===== src/sv/ftue_ram.sv =====
// ----------------------------------------------------------------------------
// ftue_ram: generic single-port-write, single-port-read RAM
// One write and one registered read per cycle; read register holds when
// read enable is low.
// ----------------------------------------------------------------------------
module ftue_ram #(
    parameter int WIDTH = 8,
    parameter int DEPTH = 256
) (
    input  logic                     i_clk,
    input  logic                     i_we,
    input  logic [$clog2(DEPTH)-1:0] i_waddr,
    input  logic [WIDTH-1:0]         i_wdata,
    input  logic                     i_re,
    input  logic [$clog2(DEPTH)-1:0] i_raddr,
    output logic [WIDTH-1:0]         o_rdata
);

    logic [WIDTH-1:0] r_mem [DEPTH];
    logic [WIDTH-1:0] r_rdata;

    always_ff @(posedge i_clk) begin
        if (i_we) begin
            r_mem[i_waddr] <= i_wdata;
        end
        if (i_re) begin
            r_rdata <= r_mem[i_raddr];
        end
    end

    assign o_rdata = r_rdata;

endmodule


===== config.mk =====
export PLATFORM = sky130hd
export DESIGN_NAME = ftue_ram
export DESIGN_NICKNAME = d
export VERILOG_FILES = /design/src/sv/ftue_ram.sv
export SDC_FILE = /design/constraint.sdc
export NUM_CORES = 2
export LEC_CHECK = 0
export BUFFER_PORTS_ARGS = -buffer_cell sky130_fd_sc_hd__buf_2
export CORE_ASPECT_RATIO = 0.8
export CORE_MARGIN = 5
export CORE_UTILIZATION = 25
export DETAILED_ROUTE_END_ITERATION = 10
export PLACE_DENSITY = 0.34
export SLEW_MARGIN = 20
export SYNTH_ARGS = -nofsm -noshare
export SYNTH_HDL_FRONTEND = slang
export SYNTH_SLANG_ARGS = --single-unit

===== constraint.sdc =====
create_clock -name i_clk -period 4.1 [get_ports i_clk]
set_input_delay 0 -clock i_clk [delete_from_list [all_inputs] [get_ports i_clk]]
set_output_delay 0 -clock i_clk [all_outputs]
set_load 0.01 [all_outputs]

=== Yosys cells after proc, flatten, opt, wreduce, memory -nomap -nowiden ===
Memories as Yosys holds them, arrays and structs flattened. A register that Yosys moved wholly into a read port is not among the register bits.
Cells that the tools add are included.

* Register bits after elaboration: 0
* Memory bits (writable): 2048
* Bits of input ports: 27
* Output and inout bits: 8
* Word-level logic and storage cells: 3
* Memories: 1

* Multiplexer cells: 2

{| class="wikitable"
|+ Memory list
! name !! depth !! width !! read ports !! clocked after memory_dff !! wr ports !! RTL line !! RTL
|-
| r_mem || 256 || 8 || 1 || 1 || 1 || 19 || <nowiki>logic [WIDTH-1:0] r_mem [DEPTH];</nowiki>
|}

{| class="wikitable"
|+ Operators by type and width
! operator !! count
|-
| $mux 1 || 2
|}

=== Depth between registers and ports, before layout ===
* Word-level depth: 2
* Gate-level depth with buffers: 11
* Gate-level depth less buffers: 6

=== Worst setup path after synthesis ===
No wires, ideal clock.

* Path type: input-to-reg
* Start point: input i_raddr[0]
* End point: register r_rdata[2] (netlist: o_rdata[2]), read port of r_mem (data pin)
* Arrival time: 1.807 ns
* Data required time: 3.831 ns
* Setup slack: 2.024 ns
* Stages: 9
* Buffers on the path: 4
* Cells stage by stage: buf_6 -> buf_12 -> buf_8 -> buf_2 -> mux4_2 -> a22oi_1 -> a21oi_1 -> nor4_1 -> nor4_2

{| class="wikitable"
|+ RTL lines
! what !! RTL line !! RTL
|-
| start: declaration || 15 || <nowiki>input logic [$clog2(DEPTH)-1:0] i_raddr,</nowiki>
|-
| end: declaration || 20 || <nowiki>logic [WIDTH-1:0] r_rdata;</nowiki>
|}

==> run metrics <==
Syn Area/Cell 21.3 µm²; GR Layer Usage met3 0.0280; biggest area consumer among synthesized cells edfxtp_1; CTS Sinks 2,056; Leak 28.7 nW; pwr dens 477 nW/µm²; clock-pin slew on the worst setup and hold paths 60 ps; # DRC 0; DR vias 39,400; port bufs 34; Min-Delay Path Class in2reg; initial antenna violation count 33; Syn. warnings 0; RePlAce Congestion 0.742; initial core utilization 0.251; asr flop ratio synth 0; Worst Tran Pin Value 1130 ps; chip width 641 µm; die area 330,000 µm²; layout cells sized above 1 0.269; final hold vios 0; CP required 4700 ps; nets 4,142; wire per inst 30.1 µm; EDFF count, synth 2,056; Worst-Skew Late Latency 900 ps; total grt overflow 0; Syn Inst Count 3,733; top_reg_cell synth edfxtp_1; Finished Layout Cells 8,502; DIE HEIGHT 515 µm; Max Clk Rate 320 MHz; net count after synthesis 3,760; number of global-route vias before repair 40,700; RSZ-0062 raised after global routing no; CTS root buffer clkbuf_16; fin crit share 0.762; CTS buffer count 226; Hold Crit Depth 4; Most Crowded Layer GR met2; CTS tree yes; run status completed; largest net degree at the start of global routing 125; final worst path period need 3120 ps; Post-Place Cells 8,077; Worst setup EP type flip-flop; Max-Cap Viols 0; Finish-stage setup viols 0; register area share after synthesis 0.775; final WL 256 mm; Vias/cell 4.63; top-count cell post-synth edfxtp_1; Layout area overhead 17.7%; top cells by area, synth edfxtp_1, mux4_2, mux2i_1, nor2_1, a22oi_1; Yosys top cell area share 0.775; Relative slew margins 0.244; Final Max Tran Viols 0; # IOs 35; GR met1 Demand/Resource 0.227; met2 Track Usage GR 0.229; worst-case reg-to-reg path depth 7; CTS H-tree lvls 4; core area 317,000 µm²; crit path DAT 3720 ps; Mapped Area 79,600 µm²; CP Max Fanout 1; CP Class reg2reg; synth cell count leaders edfxtp_1, mux4_2, nor2_1; TritonRoute pass-1 iters 5; CP Launch Type flip-flop; Total Routing Usage GR 0.152; post-DP HPWL 161 mm; Routed Antenna Nets 0; peak supply drop 0.300 mV; row count 185; Fin Clk Skew 63.7 ps; unique cell type count in the Yosys netlist 54; Max clock buf depth 4; DR iter-0 viols 3,632; setup TNS 0 ps; Synth Register Bits 2,056; first-pass GRT wire length 351 mm
-- what timing repair did --
action / in CTS / in global routing
setup buffers: 0 / 0
hold endpoints to repair: 1401 / 0
hold buffers: 17 / 0
resized for setup: 0 / 0
-- state kept, by name, summed over array words and instances (netlist names) --
register / cells
r_mem: 2048
o_rdata: 8
-- stage by stage --
stage / hold WS (ps) / area [µm²] / util / power (W) / worst slack [ps]
finish: 65.9 / 93700 / 0.295 / 0.0447 / 977
global route: 47.1 / 93700 / 0.295 / 0.0464 / 926
CTS: 5.08 / 93700 / 0.295 / 0.0454 / 1030
detailed placement: 473 / 86800 / 0.274 / 0.0261 / 522
global placement: 472 / 86800 / 0.274 / 0.0261 / 513
floorplan: 98.9 / 79600 / - / 0.0248 / 2020
-- path summary, 6_finish.rpt --
kind	from	to	slack, ps
hold / removal	i_waddr[5]	r_mem[115][5]$_DFFE_PP_	70
hold reg to reg	r_mem[22][2]$_DFFE_PP_	o_rdata[2]$_DFFE_PP_	1270
setup reg to reg	r_mem[211][5]$_DFFE_PP_	o_rdata[5]$_DFFE_PP_	980
setup / recovery	r_mem[211][5]$_DFFE_PP_	o_rdata[5]$_DFFE_PP_	980
-- routing by layer --
| metal | vias to the layer above | routed length [µm] |
|---|---|---|
| li1 | 16500 | - |
| met1 | 21500 | 122000 |
| met2 | 1060 | 113000 |
| met3 | 300 | 14200 |
| met4 | 0 | 6100 |
| met5 | - | 0 |
-- cells by family (layout without fill, tap and decap cells) --
kind of cell           count (synthesis)  after routing  share of synthesized area
DFF                                 2056           2056                      0.775
muxes                                591            591                      0.146
and+or+nand+nor                      466            466                     0.0263
AOI/OAI and AO/OA                    385            385                     0.0342
buffers and inverters                235            786                     0.0183
other                                  0             11                          0
-- layout by cell type, fill, tap and decap left out, drive strengths merged, types with 2 or more instances in the layout --
cell / netlist / routed
edfxtp: 2056 / 2056
mux4: 456 / 456
buf: 122 / 370
nor2: 282 / 282
clkbuf: 111 / 276
mux2i: 134 / 134
a22oi: 133 / 133
clkinv: 1 / 107
a21oi: 96 / 96
o221ai: 47 / 47
nand3: 34 / 34
nand2: 33 / 33
nor2b: 31 / 31
o22ai: 28 / 28
nor4: 27 / 27
nor3: 22 / 22
dlygate4sd3: 0 / 17
a211oi: 16 / 16
a221oi: 14 / 14
o21ai: 12 / 12
diode: 0 / 11
nand4: 10 / 10
o211ai: 10 / 10
bufinv: 0 / 9
nand2b: 8 / 8
a22o: 8 / 8
and2: 6 / 6
o22a: 5 / 5
o32ai: 5 / 5
inv: 1 / 5
a2111oi: 5 / 5
or2: 4 / 4
and3b: 2 / 2
nand3b: 2 / 2
a31oi: 2 / 2
a311oi: 2 / 2
clkinvlp: 0 / 2
-- critical path, stage by stage, from the launching register on --
cell and delay, ps:
edfxtp_1 360, mux4_2 480, a22o_1 310, a221oi_1 680, o32ai_1 220, nor3_1 510, buf_4 220, nor4_1 50
-- report_power, final --
part | total [W] | internal, W | switching (W)
Sequential | 0.0232 | 0.0232 | 0.0000285
Clock | 0.0191 | 0.0107 | 0.00840
Combinational | 0.00241 | 0.000796 | 0.00161
Total | 0.0447 | 0.0346 | 0.0100
-- cell type report --
| type | instances | area, µm² |
|---|---|---|
| multi-input combinational | 1442 | 16600 |
| clock buffer | 276 | 5890 |
| inverter | 2 | 7.51 |
| sequential | 2056 | 61700 |
| fill | 30800 | 224000 |
| clock inverter | 121 | 807 |
| timing repair buffer | 387 | 3450 |
| tap | 4207 | 5260 |
| antenna | 11 | 27.5 |
Power figures use the tool's default switching activity.
